$ cat config.mk
export PLATFORM = sky130hd
export DESIGN_NAME = timed_audio_level_meter_unit
export DESIGN_NICKNAME = d
export VERILOG_FILES = /design/src/rtl/talm_pkg.sv /design/src/rtl/talm_divsqrt.sv /design/src/rtl/timed_audio_level_meter_unit.sv
export SDC_FILE = /design/constraint.sdc
export NUM_CORES = 2
export LEC_CHECK = 0
export ABC_CLOCK_PERIOD_IN_PS = 8640
export BUFFER_PORTS_ARGS = -buffer_cell sky130_fd_sc_hd__buf_4
export CAP_MARGIN = 0
export CORE_AREA = 2 2 433 435
export CTS_CLUSTER_DIAMETER = 120
export CTS_CLUSTER_SIZE = 25
export DETAILED_ROUTE_END_ITERATION = 12
export DIE_AREA = 0 0 435 437
export PLACE_DENSITY = 0.57
export SLEW_MARGIN = 20
export SYNTH_ARGS = -nofsm -noshare
export SYNTH_HDL_FRONTEND = slang
export SYNTH_SLANG_ARGS = --single-unit
$ cat constraint.sdc
create_clock -name i_clk -period 8.64 [get_ports i_clk]
set_input_delay 1.728 -clock i_clk [delete_from_list [all_inputs] [get_ports i_clk]]
set_output_delay 1.728 -clock i_clk [all_outputs]
set_load 0.02 [all_outputs]
$ cat src/rtl/talm_pkg.sv
// ----------------------------------------------------------------------------
// talm_pkg
// Types, constants and codes shared by the timed audio level meter.
// ----------------------------------------------------------------------------
`default_nettype none

package talm_pkg;

    localparam int COUNT_WIDTH_DEF = 32;
    localparam logic [15:0] MIN_DUR_RST = 16'd1;
    localparam logic [15:0] MAX_DUR_RST = 16'd300;
    localparam logic [15:0] CLIP_LEVEL  = 16'd32760;
    localparam logic [9:0]  MS_PER_S    = 10'd1000;
    localparam logic [14:0] PCT_SCALE   = 15'd25600;

    typedef enum logic [1:0] {
        FN_START  = 2'd0,
        FN_SAMPLE = 2'd1,
        FN_QUERY  = 2'd2,
        FN_NONE   = 2'd3
    } t_func;

    typedef enum logic [1:0] {
        PH_NOT_RUN = 2'd0,
        PH_RUNNING = 2'd1,
        PH_DONE    = 2'd2
    } t_phase;

    typedef enum logic [0:0] {
        CFG_MIN_DUR = 1'b0,
        CFG_MAX_DUR = 1'b1
    } t_cfg_idx;

    typedef struct packed {
        logic [1:0]         func;
        logic signed [15:0] sample;
        logic               frame_start;
        logic [15:0]        duration_s;
        logic [63:0]        now_ms;
    } t_in_item;

    typedef struct packed {
        logic               ok;
        logic [1:0]         run_state;
        logic [31:0]        session_number;
        logic [31:0]        frames_seen;
        logic [31:0]        samples_seen;
        logic [15:0]        peak_level;
        logic [31:0]        clip_total;
        logic [23:0]        rms_level;
        logic signed [23:0] dc_level;
        logic [14:0]        clip_percent;
    } t_out_item;

    typedef enum logic [1:0] {
        DOP_DIV  = 2'd0,
        DOP_SQRT = 2'd1
    } t_dop;

    typedef struct packed {
        logic start;
        t_dop op;
    } t_du_req;

endpackage

`default_nettype wire

$ cat src/rtl/talm_divsqrt.sv
// ----------------------------------------------------------------------------
// talm_divsqrt
// Shared bit-serial unit: 80-bit by 32-bit restoring divide, one quotient
// bit a cycle, or 80-bit integer square root, one root bit a cycle.
// ----------------------------------------------------------------------------
`default_nettype none

module talm_divsqrt (
    input  wire logic              i_clk,
    input  wire logic              i_rst_n,
    input  wire talm_pkg::t_du_req i_req,
    input  wire logic [79:0]       i_num,
    input  wire logic [31:0]       i_den,
    output logic                   o_done,
    output logic [79:0]            o_res
);
    import talm_pkg::*;

    logic [79:0] r_q, n_q;
    logic [81:0] r_rem, n_rem;
    logic [41:0] r_root, n_root;
    logic [6:0]  r_cnt, n_cnt;
    logic        r_busy, n_busy;
    logic        r_sq, n_sq;
    logic        r_done, n_done;
    logic [31:0] r_den;
    logic [81:0] trial;
    logic [81:0] shifted;
    logic [41:0] cand;

    always_comb begin
        n_q = r_q; n_rem = r_rem; n_root = r_root; n_cnt = r_cnt;
        n_busy = r_busy; n_sq = r_sq; n_done = 1'b0;
        shifted = '0; trial = '0; cand = '0;
        if (i_req.start) begin
            n_busy = 1'b1;
            n_sq = (i_req.op == DOP_SQRT);
            n_q = i_num;
            n_rem = '0;
            n_root = '0;
            n_cnt = (i_req.op == DOP_SQRT) ? 7'd40 : 7'd80;
        end else if (r_busy) begin
            if (r_sq) begin
                shifted = {r_rem[79:0], r_q[79:78]};
                cand = {r_root[39:0], 2'b01};
                trial = shifted - {40'd0, cand};
                n_q = {r_q[77:0], 2'b00};
                if (!trial[81]) begin
                    n_rem = trial;
                    n_root = {r_root[40:0], 1'b1};
                end else begin
                    n_rem = shifted;
                    n_root = {r_root[40:0], 1'b0};
                end
            end else begin
                shifted = {r_rem[80:0], r_q[79]};
                trial = shifted - {50'd0, r_den};
                if (!trial[81]) begin
                    n_rem = trial;
                    n_q = {r_q[78:0], 1'b1};
                end else begin
                    n_rem = shifted;
                    n_q = {r_q[78:0], 1'b0};
                end
            end
            n_cnt = r_cnt - 7'd1;
            if (r_cnt == 7'd1) begin
                n_busy = 1'b0;
                n_done = 1'b1;
            end
        end
    end

    always_ff @(posedge i_clk) begin
        if (!i_rst_n) begin
            r_busy <= 1'b0;
            r_done <= 1'b0;
            r_cnt  <= '0;
            r_sq   <= 1'b0;
        end else begin
            r_busy <= n_busy;
            r_done <= n_done;
            r_cnt  <= n_cnt;
            r_sq   <= n_sq;
        end
        r_q <= n_q;
        r_rem <= n_rem;
        r_root <= n_root;
        if (i_req.start) r_den <= i_den;
    end

    assign o_done = r_done;
    assign o_res  = r_sq ? {38'd0, r_root} : r_q;

endmodule

`default_nettype wire

$ cat src/rtl/timed_audio_level_meter_unit.sv
// ----------------------------------------------------------------------------
// timed_audio_level_meter_unit
// Timed level-meter session: accumulates sample statistics and reports
// RMS, DC offset and clip percent on start and query transactions.
// ----------------------------------------------------------------------------
// channel | direction | handshake            | payload
// in      | in        | i_in_valid/o_in_ready | t_in_item
// out     | out       | o_out_valid/i_out_ready | t_out_item
// cfg     | in        | i_cfg_valid/o_cfg_ready | index, data
//
// A sample transaction is captured with its magnitude, then squared, then accumulated.
// Start/query results come from the shared serial divide/sqrt unit (three
// 80-step divides, then one 40-step root, each with a launch state and a
// wait-for-done state); the unit is not used when the session has no samples.
// Reset is synchronous; no clearing pass. Output register holds until taken;
// a further start/query waits in its last state until it is taken.
// ----------------------------------------------------------------------------
`default_nettype none

module timed_audio_level_meter_unit #(
    parameter int COUNT_WIDTH = talm_pkg::COUNT_WIDTH_DEF
) (
    input  wire logic                i_clk,
    input  wire logic                i_rst_n,
    input  wire logic                i_in_valid,
    output logic                     o_in_ready,
    input  wire talm_pkg::t_in_item  i_in_data,
    output logic                     o_out_valid,
    input  wire logic                i_out_ready,
    output talm_pkg::t_out_item      o_out_data,
    input  wire logic                i_cfg_valid,
    output logic                     o_cfg_ready,
    input  wire logic [0:0]          i_cfg_index,
    input  wire logic [15:0]         i_cfg_data
);
    import talm_pkg::*;

    localparam logic [COUNT_WIDTH-1:0] CNT_MAX = '1;

    typedef enum logic [3:0] {
        S_IDLE, S_SQ, S_ACC, S_EVAL, S_D1, S_D1W, S_D2, S_D2W,
        S_D3, S_D3W, S_SQRT, S_SQRTW, S_OUT
    } t_state;

    t_state r_st, n_st;
    t_in_item r_in;
    logic [15:0] r_min, r_max;
    t_phase r_ph;
    logic [31:0] r_cur, r_next;
    logic [63:0] r_end;
    logic r_fc;
    logic [COUNT_WIDTH-1:0] r_frames, r_samples, r_clips;
    logic signed [47:0] r_sum;
    logic [63:0] r_sq;
    logic [15:0] r_peak;
    logic [16:0] r_mag;
    logic [33:0] r_prod;
    logic r_ok;
    logic [79:0] r_a;
    logic [23:0] r_dc;
    logic [14:0] r_pct;
    logic [23:0] r_rms;
    logic r_neg;
    t_out_item r_out;
    logic r_oval;

    t_du_req du_req;
    logic [79:0] du_num, du_res;
    logic [31:0] du_den;
    logic du_done;

    talm_divsqrt u_du (
        .i_clk(i_clk), .i_rst_n(i_rst_n), .i_req(du_req),
        .i_num(du_num), .i_den(du_den), .o_done(du_done), .o_res(du_res)
    );

    logic expired;
    logic [47:0] abs_sum;
    logic [31:0] n32;
    assign expired = (r_ph == PH_RUNNING) && (r_in.now_ms >= r_end);
    assign abs_sum = r_sum[47] ? (48'd0 - r_sum) : r_sum;
    assign n32 = 32'(r_samples);

    always_comb begin
        n_st = r_st;
        case (r_st)
            S_IDLE:  if (i_in_valid) begin
                n_st = (i_in_data.func == FN_SAMPLE) ? S_SQ :
                       (i_in_data.func == FN_NONE) ? S_IDLE : S_EVAL;
            end
            S_SQ:    n_st = S_ACC;
            S_ACC:   n_st = S_IDLE;
            S_EVAL:  n_st = S_D1;
            S_D1:    n_st = (r_samples == '0) ? S_OUT : S_D1W;
            S_D1W:   if (du_done) n_st = S_D2;
            S_D2:    n_st = S_D2W;
            S_D2W:   if (du_done) n_st = S_D3;
            S_D3:    n_st = S_D3W;
            S_D3W:   if (du_done) n_st = S_SQRT;
            S_SQRT:  n_st = S_SQRTW;
            S_SQRTW: if (du_done) n_st = S_OUT;
            S_OUT:   if (!r_oval) n_st = S_IDLE;
            default: n_st = S_IDLE;
        endcase
    end

    // divide sequence: sq*65536/n ; |sum|*256/n ; clip*25600/n ; sqrt
    always_comb begin
        du_req = '{start: 1'b0, op: DOP_DIV};
        du_num = '0;
        du_den = n32;
        case (r_st)
            S_D1: begin
                du_req.start = (r_samples != '0);
                du_num = {r_sq, 16'd0};
            end
            S_D2: begin
                du_req.start = 1'b1;
                du_num = {abs_sum, 32'd0} >> 24;
            end
            S_D3: begin
                du_req.start = 1'b1;
                du_num = 80'(r_clips) * 80'(PCT_SCALE);
            end
            S_SQRT: begin
                du_req = '{start: 1'b1, op: DOP_SQRT};
                du_num = r_a;
            end
            default: ;
        endcase
    end

    assign o_in_ready  = (r_st == S_IDLE);
    assign o_cfg_ready = (r_st == S_IDLE);
    assign o_out_valid = r_oval;
    assign o_out_data  = r_out;

    always_ff @(posedge i_clk) begin
        if (!i_rst_n) begin
            r_st <= S_IDLE;
            r_min <= MIN_DUR_RST;
            r_max <= MAX_DUR_RST;
            r_ph <= PH_NOT_RUN;
            r_cur <= '0;
            r_next <= 32'd1;
            r_end <= '0;
            r_fc <= 1'b0;
            r_frames <= '0;
            r_samples <= '0;
            r_clips <= '0;
            r_sum <= '0;
            r_sq <= '0;
            r_peak <= '0;
            r_oval <= 1'b0;
        end else begin
            r_st <= n_st;
            if (r_oval && i_out_ready) r_oval <= 1'b0;
            if (i_cfg_valid && r_st == S_IDLE) begin
                case (t_cfg_idx'(i_cfg_index))
                    CFG_MIN_DUR: r_min <= i_cfg_data;
                    CFG_MAX_DUR: r_max <= i_cfg_data;
                    default: ;
                endcase
            end
            case (r_st)
                S_IDLE: if (i_in_valid) begin
                    r_in <= i_in_data;
                    r_mag <= i_in_data.sample[15]
                        ? (17'd0 - {i_in_data.sample[15], i_in_data.sample})
                        : {1'b0, i_in_data.sample};
                end
                S_SQ: begin
                    if (r_in.frame_start) begin
                        if (expired) begin
                            r_ph <= PH_DONE;
                            r_fc <= 1'b0;
                        end else begin
                            r_fc <= (r_ph == PH_RUNNING);
                            if (r_ph == PH_RUNNING && r_frames != CNT_MAX)
                                r_frames <= r_frames + 1'b1;
                        end
                    end
                end
                S_ACC: begin
                    if (r_fc && r_samples != CNT_MAX) begin
                        r_samples <= r_samples + 1'b1;
                        r_sum <= r_sum + 48'(r_in.sample);
                        r_sq <= r_sq + 64'(r_prod);
                        if (r_mag[15:0] > r_peak || r_mag[16]) r_peak <= r_mag[15:0];
                        if (r_mag >= 17'(CLIP_LEVEL) && r_clips != CNT_MAX)
                            r_clips <= r_clips + 1'b1;
                    end
                end
                S_EVAL: begin
                    r_ok <= (r_in.func == FN_QUERY);
                    if (r_in.func == FN_START && r_in.duration_s >= r_min &&
                        r_in.duration_s <= r_max && (r_ph != PH_RUNNING || expired)) begin
                        r_ok <= 1'b1;
                        r_cur <= r_next;
                        r_next <= (r_next == 32'hFFFF_FFFF) ? 32'd1 : r_next + 32'd1;
                        r_end <= r_in.now_ms + 64'(r_in.duration_s) * 64'(MS_PER_S);
                        r_fc <= 1'b0;
                        r_frames <= '0;
                        r_samples <= '0;
                        r_sum <= '0;
                        r_sq <= '0;
                        r_peak <= '0;
                        r_clips <= '0;
                        r_ph <= PH_RUNNING;
                    end else if (expired) begin
                        r_ph <= PH_DONE;
                    end
                    r_neg <= 1'b0;
                end
                S_D1: begin
                    r_rms <= '0; r_dc <= '0; r_pct <= '0;
                    r_neg <= r_sum[47];
                end
                S_D1W: if (du_done) r_a <= du_res;
                S_D2W: if (du_done) r_dc <= r_neg ? 24'(24'd0 - du_res[23:0]) : du_res[23:0];
                S_D3W: if (du_done) r_pct <= du_res[14:0];
                S_SQRTW: if (du_done) r_rms <= du_res[23:0];
                S_OUT: if (!r_oval) begin
                    r_oval <= 1'b1;
                    r_out <= '{ok: r_ok, run_state: r_ph, session_number: r_cur,
                        frames_seen: 32'(r_frames), samples_seen: 32'(r_samples),
                        peak_level: r_peak, clip_total: 32'(r_clips),
                        rms_level: r_rms, dc_level: r_dc, clip_percent: r_pct};
                end
                default: ;
            endcase
        end
    end

    always_ff @(posedge i_clk) begin
        r_prod <= 34'(r_mag) * 34'(r_mag);
    end

endmodule

`default_nettype wire
After elaboration in Yosys (flattened, before gate mapping):

Cells that the tools add are included.

* bits in registers: 1142
* input bits: 121

* add/sub/neg operators: 13
* $mul: 3
* magnitude comparators: 5
* equal/unequal tests: 36
* multiplexer cells: 71
* bitwise operators: 4
* reduce and logical (&&, ||, !) cells: 43

Operators by type and width (number)
* one-hot mux 80 bit (4 select lines): 1
* 2-to-1 mux 32 bit: 8
* 2-to-1 mux 81 bit: 3
* 2-to-1 mux 80 bit: 3
* one-hot mux 32 bit (2 select lines): 3
* 2-to-1 mux 48 bit: 3
* adder 32 x 1 -> 32 bit (second input constant): 4
* 2-to-1 mux 64 bit: 2
* one-hot mux 64 bit (2 select lines): 1
* != test 32 bit (second input constant): 3
* one-hot mux 24 bit (2 select lines): 2
* one-hot mux 48 bit (2 select lines): 1
* subtractor 82 x 32 -> 82 bit: 1
* subtractor 82 x 42 -> 82 bit: 1
* 2-to-1 mux 24 bit: 3
* adder 64 x 26 -> 64 bit: 1
* adder 64 x 34 -> 64 bit: 1
* >= comparator 64 bit: 1
* adder 48 x 16 -> 48 bit: 1
* 2-to-1 mux 16 bit: 3
* one-hot mux 4 bit (12 select lines): 1
* subtractor 1 x 48 -> 48 bit (first input constant): 1
* 2-to-1 mux 42 bit: 1
* multiplier 32 x 5 -> 37 bit (second input constant): 1
* 43 further kinds: 125

Longest topological paths before layout:

* depth after elaboration: 6
* gate-level depth with buffers: 30
* mapped depth without buffers: 29

Modules after synthesis:

Synthesis repeated with hierarchy kept, for this count alone.

* cells, all modules: 7940
* area total of the unflattened synthesis: 74365.1 µm²

By module, submodules not included
* timed_audio_level_meter_unit: times used 1, cells an instance 5759, area an instance 56523.0 µm²
* talm_divsqrt: times used 1, cells an instance 2181, area an instance 17842.1 µm²

Worst setup path after synthesis:

No wires, ideal clock.

* path type: input to register
* start point: input port i_rst_n
* end point: register r_out, in the netlist o_out_data[0] (enable)
* setup time: 0.600 ns
* arrival: 6.955 ns
* data required time: 8.040 ns
* path slack: 1.084 ns
* stages: 2
* buffers on the path: 1
* cells stage by stage: clkbuf_1 -> and4b_1

* word-level cells in the longest chain between the ends: 1

RTL lines
* start, declared: line timed_audio_level_meter_unit.sv:24 `input wire logic i_rst_n,`
* AND reduction 3 bit (no source line)
* end signal, assigned: line timed_audio_level_meter_unit.sv:225 `r_out <= '{ok: r_ok, run_state: r_ph, session_number: r_cur,`
* end, declared: line timed_audio_level_meter_unit.sv:64 `t_out_item r_out;`

Every way passes these cells.
A chain may end at the register's enable or synchronous reset.

Final worst setup path:

* start point: register r_in[65] (netlist bit)
* end point: register r_end[60]

* word-level cells in the longest chain between the ends: 5
* elaborated cells between the ends (all ways): 8

RTL lines
* start, declared: line timed_audio_level_meter_unit.sv:46 `t_in_item r_in;`
* start signal, assigned: line timed_audio_level_meter_unit.sv:167 `r_in <= i_in_data;`
* parallel branches: the longest is 5 deep, another holds adder 64 x 26 -> 64 bit
* end signal, assigned: line timed_audio_level_meter_unit.sv:201 `r_end <= r_in.now_ms + 64'(r_in.duration_s) * 64'(MS_PER_S);`
* end, declared: line timed_audio_level_meter_unit.sv:50 `logic [63:0] r_end;`

Parallel ways; which one is timed is not known.

==> results.md <==
Global routing:
- The all-layer global routing usage is a little under a quarter.
- The layer flagged by global routing as most heavily used is met2.
- The first global-routing pass estimated between 300000 and 400000 um of wire.
- Entering global routing, the biggest net connects ~150 pins.
- The routing usage on met2 is between 30% and 40%.
- Global routing consumed, on the met1 layer, between 30 and 40% of the routing resources.
- The number of antenna violations at the first check in global routing is 9.
- For met3 alone, demand over resource in global routing was about 1.9%.
- The aggregate global routing overflow is 0.
- The via count of the first global-routing pass was ~57000.

STA:
- Setup repair after global routing left no endpoint under its margin.
- Hold is met by 0.423 ns.
- The count of final max-slew check failures was 0.
- At the pin with the least slew margin, the transition time is 1.15 ns.
- Summed over all failing endpoints, the final setup total negative slack is 0 ns.
- The worst max-slew margin expressed relative to the limit is between 20 and 25%.
- The final hold violation count is 0.
- The setup clock skew after layout is between 0.1 and 0.15 ns.
- The total setup violations reported at the end of the flow is 0.
- The share of the cycle needed by the critical path after routing is 89.8%.
- The shortest clock period the worst path allows after layout is approximately 7.8 ns.
- Based on the critical path, the design can be clocked at up to 0.129 GHz.

Worst setup path:
- The data required time at the worst endpoint is 9.31 ns.
- The critical path class is register to register.
- The worst setup path is launched from a register.
- The endpoint kind of the worst setup timing path is a register.
- The launch point of the worst reg-to-reg path is r_in[65].
- By instance count, the cell type seen most on the critical path is sky130_fd_sc_hd__fa_1.
- On the worst path, the slowest cell contributes a delay of 0.60 ns.
- The endpoint identified for the worst register-to-register timing path is r_end[60].
- The arrival time reported for the critical path endpoint is 8.43 ns.
- The slowest stage of the critical path belongs to the cell sky130_fd_sc_hd__a2111oi_0.
- Of all nets on the critical path, the largest fanout is 7.
- The count of cells along the worst register-to-register path is 25.
- The worst register-to-register path has a setup slack of 0.88 ns.

Synth:
- In this run, synthesis produced a sequential element count of between 1000 and 1500.
- Sequential elements use between 30% and 40% of the synthesized area.
- The unique cell type count in the Yosys netlist is between 90 and 100.
- When the netlist entered floorplanning its net count stood at between 8000 and 9000.
- The average instance in the mapped netlist occupies between 9 and 10 um2.
- The most used flip-flop cell after synthesis is sky130_fd_sc_hd__edfxtp_1.
- Summing every instance area after synthesis gives ~0.074 mm2.
- The number of warnings issued by yosys is 0.
- The number of enable-type register cells in the synthesized netlist is 582.
- For this run, asynchronously set or reset flops after synthesis account for 0%.
- In the synthesized netlist, the number of instances is 7877.

Floorplanning:
- The die footprint is between 0.15 and 0.2 mm2.
- The boundary pin count is approximately 330.
- The core area is roughly 0.19 mm2.
- The die span in y is 437 um.
- From left edge to right edge, the die measures ~440 um.
- The starting density of the core is between 30% and 40%.
- The number of placement rows is between 150 and 200.

Worst hold path:
- The critical hold path startpoint is r_dc[14].
- The worst hold path was traced through 0 stages.
- The worst hold path class is register to register.
- The path with the worst hold slack has its endpoint at o_out_data[29].

Place:
- At the end of routability-driven placement, the weighted congestion stood at ~0.93.
- After legalization and detailed placement, the total HPWL measured 166000 um.
- The area after detailed placement is 0.0785 mm2.
- During placement, the flow inserted port buffers numbering around 330.

Layout:
- From synthesis to final layout, the design area changed by 9.04%.
- The commonest non-fill, non-tap cell in the layout is sky130_fd_sc_hd__inv_1.
- The number of nets in the final layout is between 8000 and 9000.
- The filler cells instantiated in the layout total around 18000.
- The fraction of layout instances using a drive strength above 1 is 7.12%.
- The finished cells cover about 0.080 mm2.
- The library cells used most frequently in the layout, excluding fill and tap cells, are sky130_fd_sc_hd__inv_1, sky130_fd_sc_hd__nand2_1, sky130_fd_sc_hd__a21oi_1.

Clock network:
- CTS built an H-tree with a depth of 2.
- At the later pin of the worst-skew pair, clock insertion delay measures 0.77 ns.
- The CTS buffer count is 55.
- The cts-stage hold buffer count is 0.
- TritonCTS built the clock tree.
- The post-CTS clock slew at the launch and capture registers of the worst setup and hold paths is ~0.11 ns.
- The maximum count of clock buffers along a single path is 3.
- The total clock sinks is ~1100.
- The setup fix buffers added after clock tree synthesis is 0.
- Clock tree synthesis selected as its root buffer the cell sky130_fd_sc_hd__clkbuf_16.

Route:
- In this run the remaining antenna-violating nets after routing total 0.
- The DRC marker count from the first detailed-route iteration is between 5000 and 6000.
- The remaining routing DRC violations is 0.
- The first-pass detailed-route iteration total is 9.
- The final layout contains routed wiring with a total length of 223000 um.
- The via-per-instance ratio is 5.59.
- The routed wirelength normalized by instance count is around 21 um.
- The total via count after detailed routing is between 50000 and 60000.

Outcome:
- The run finished with clean final reports.

Job:
- The max-capacitance violation count is 0.

Pwr:
- For this design the static power due to leakage is 31.6 nW.
- Across the VDD grid, the largest voltage drop is between 0.3 and 0.4 mV.
- Dividing total power by cell area gives a power density of 288 mW/mm2.
-- how the worst max path moves through the flow --
stage / from / endpoint / slack (ns) / cells past startpoint
2_1_floorplan: i_rst_n / o_out_data[0] / 1.08 / 2
3_3_place_gp: r_in[65] / r_end[60] / 0.71 / 25
3_5_place_dp: r_in[65] / r_end[60] / 0.63 / 25
4_1_cts: r_in[65] / r_end[60] / 0.62 / 25
5_1_grt: r_in[65] / r_end[60] / 0.17 / 25
6_report: r_in[65] / r_end[60] / 0.88 / 25
-- metal layers --
| metal | part of all wire (%) | vias to the layer above |
|---|---|---|
| li1 | - | 28000 |
| met1 | 46 | 28700 |
| met2 | 46 | 1689 |
| met3 | 5.0 | 266 |
| met4 | 2.8 | 2 |
| met5 | 0.0058 | - |
-- report_power, final --
group	switching, mW	internal [mW]
Combinational	7.54	5.69
Sequential	0.554	6.11
Clock	1.92	1.29
-- cell type report --
type | count | area, um2 | area share [%]
Multi-Input combinational cell | 5604 | 40900 | 50.9
Antenna cell | 1 | 2.50 | 0.00312
Clock inverter | 14 | 240 | 0.299
Clock buffer | 90 | 1540 | 1.91
Tap cell | 2480 | 3100 | 3.86
Timing Repair Buffer | 398 | 3030 | 3.77
Sequential cell | 1140 | 28700 | 35.7
Inverter | 763 | 2880 | 3.58
-- repair_timing --
action	4_1_cts	5_1_grt
endpoints found under the hold margin	0	0
resized for setup	0	1
setup endpoints to repair	0	2
-- cells by family (layout without fill, tap and decap cells) --
group / Yosys count / after routing / synth area share (%)
AO/OA/AOI/OAI: 1952 / 1952 / 17.0
XOR/XNOR: 470 / 470 / 5.59
adder cells (fa/ha/maj): 840 / 840 / 17.1
buffers and inverters: 1133 / 1265 / 5.84
flip-flops: 1140 / 1140 / 38.9
multiplexers: 41 / 41 / 0.578
other: 1 / 2 / 0.00509
AND/OR/NAND/NOR: 2300 / 2300 / 15.0
-- state kept, by name (all words and copies together), names as in the netlist, 15 cells and up --
register / count
o_out_data: 210
r_in: 99
u_du.r_rem: 81
r_a: 80
u_du.r_q: 80
r_end: 64
r_sq: 64
r_sum: 48
u_du.r_root: 42
r_prod: 33
du_den: 32
r_clips: 32
r_cur: 32
r_frames: 32
r_next: 32
u_du.r_den: 32
r_dc: 24
r_rms: 24
r_mag: 16
r_max: 16
r_min: 16
r_peak: 16
r_pct: 15
-- metrics by stage --
step / util, % / power (mW) / setup WS (ns) / instances
3_5_place_dp: 42.4 / 19.9 / 0.628 / 10400
6_report: 43.4 / 23.1 / 0.884 / 10500
3_3_place_gp: 42.4 / 19.7 / 0.709 / 10400
2_1_floorplan: - / 16.9 / 1.08 / 7877
5_1_grt: 43.4 / 25.1 / 0.169 / 10500
4_1_cts: 43.4 / 23.2 / 0.620 / 10500
-- worst max-delay path: cells and delay by family, from the launching register on --
| kind | cells | cell delay, ns |
|---|---|---|
| AO/OA/AOI/OAI | 11 | 3.25 |
| adder cells (fa/ha/maj) | 6 | 2.72 |
| AND/OR/NAND/NOR | 3 | 0.59 |
| flip-flops | 1 | 0.54 |
| buffers and inverters | 3 | 0.30 |
| XOR/XNOR | 2 | 0.28 |
-- cell usage after synthesis (152+ instances only) --
library cell               instances  area share [%]
sky130_fd_sc_hd__inv_1           760             3.9
sky130_fd_sc_hd__nand2_1         749             3.8
sky130_fd_sc_hd__a21oi_1         644             4.4
sky130_fd_sc_hd__edfxtp_1        582              24
sky130_fd_sc_hd__nor2_1          576             2.9
sky130_fd_sc_hd__ha_1            564             9.6
sky130_fd_sc_hd__dfxtp_1         558              15
sky130_fd_sc_hd__o21ai_0         383             2.6
sky130_fd_sc_hd__clkbuf_1        326             1.7
sky130_fd_sc_hd__xnor2_1         317             3.8
sky130_fd_sc_hd__fa_1            276             7.5
sky130_fd_sc_hd__nand3_1         159             1.1
sky130_fd_sc_hd__xor2_1          153             1.8
sky130_fd_sc_hd__a21o_1          152             1.5
Note: power is estimated with default switching activity, not from simulation.
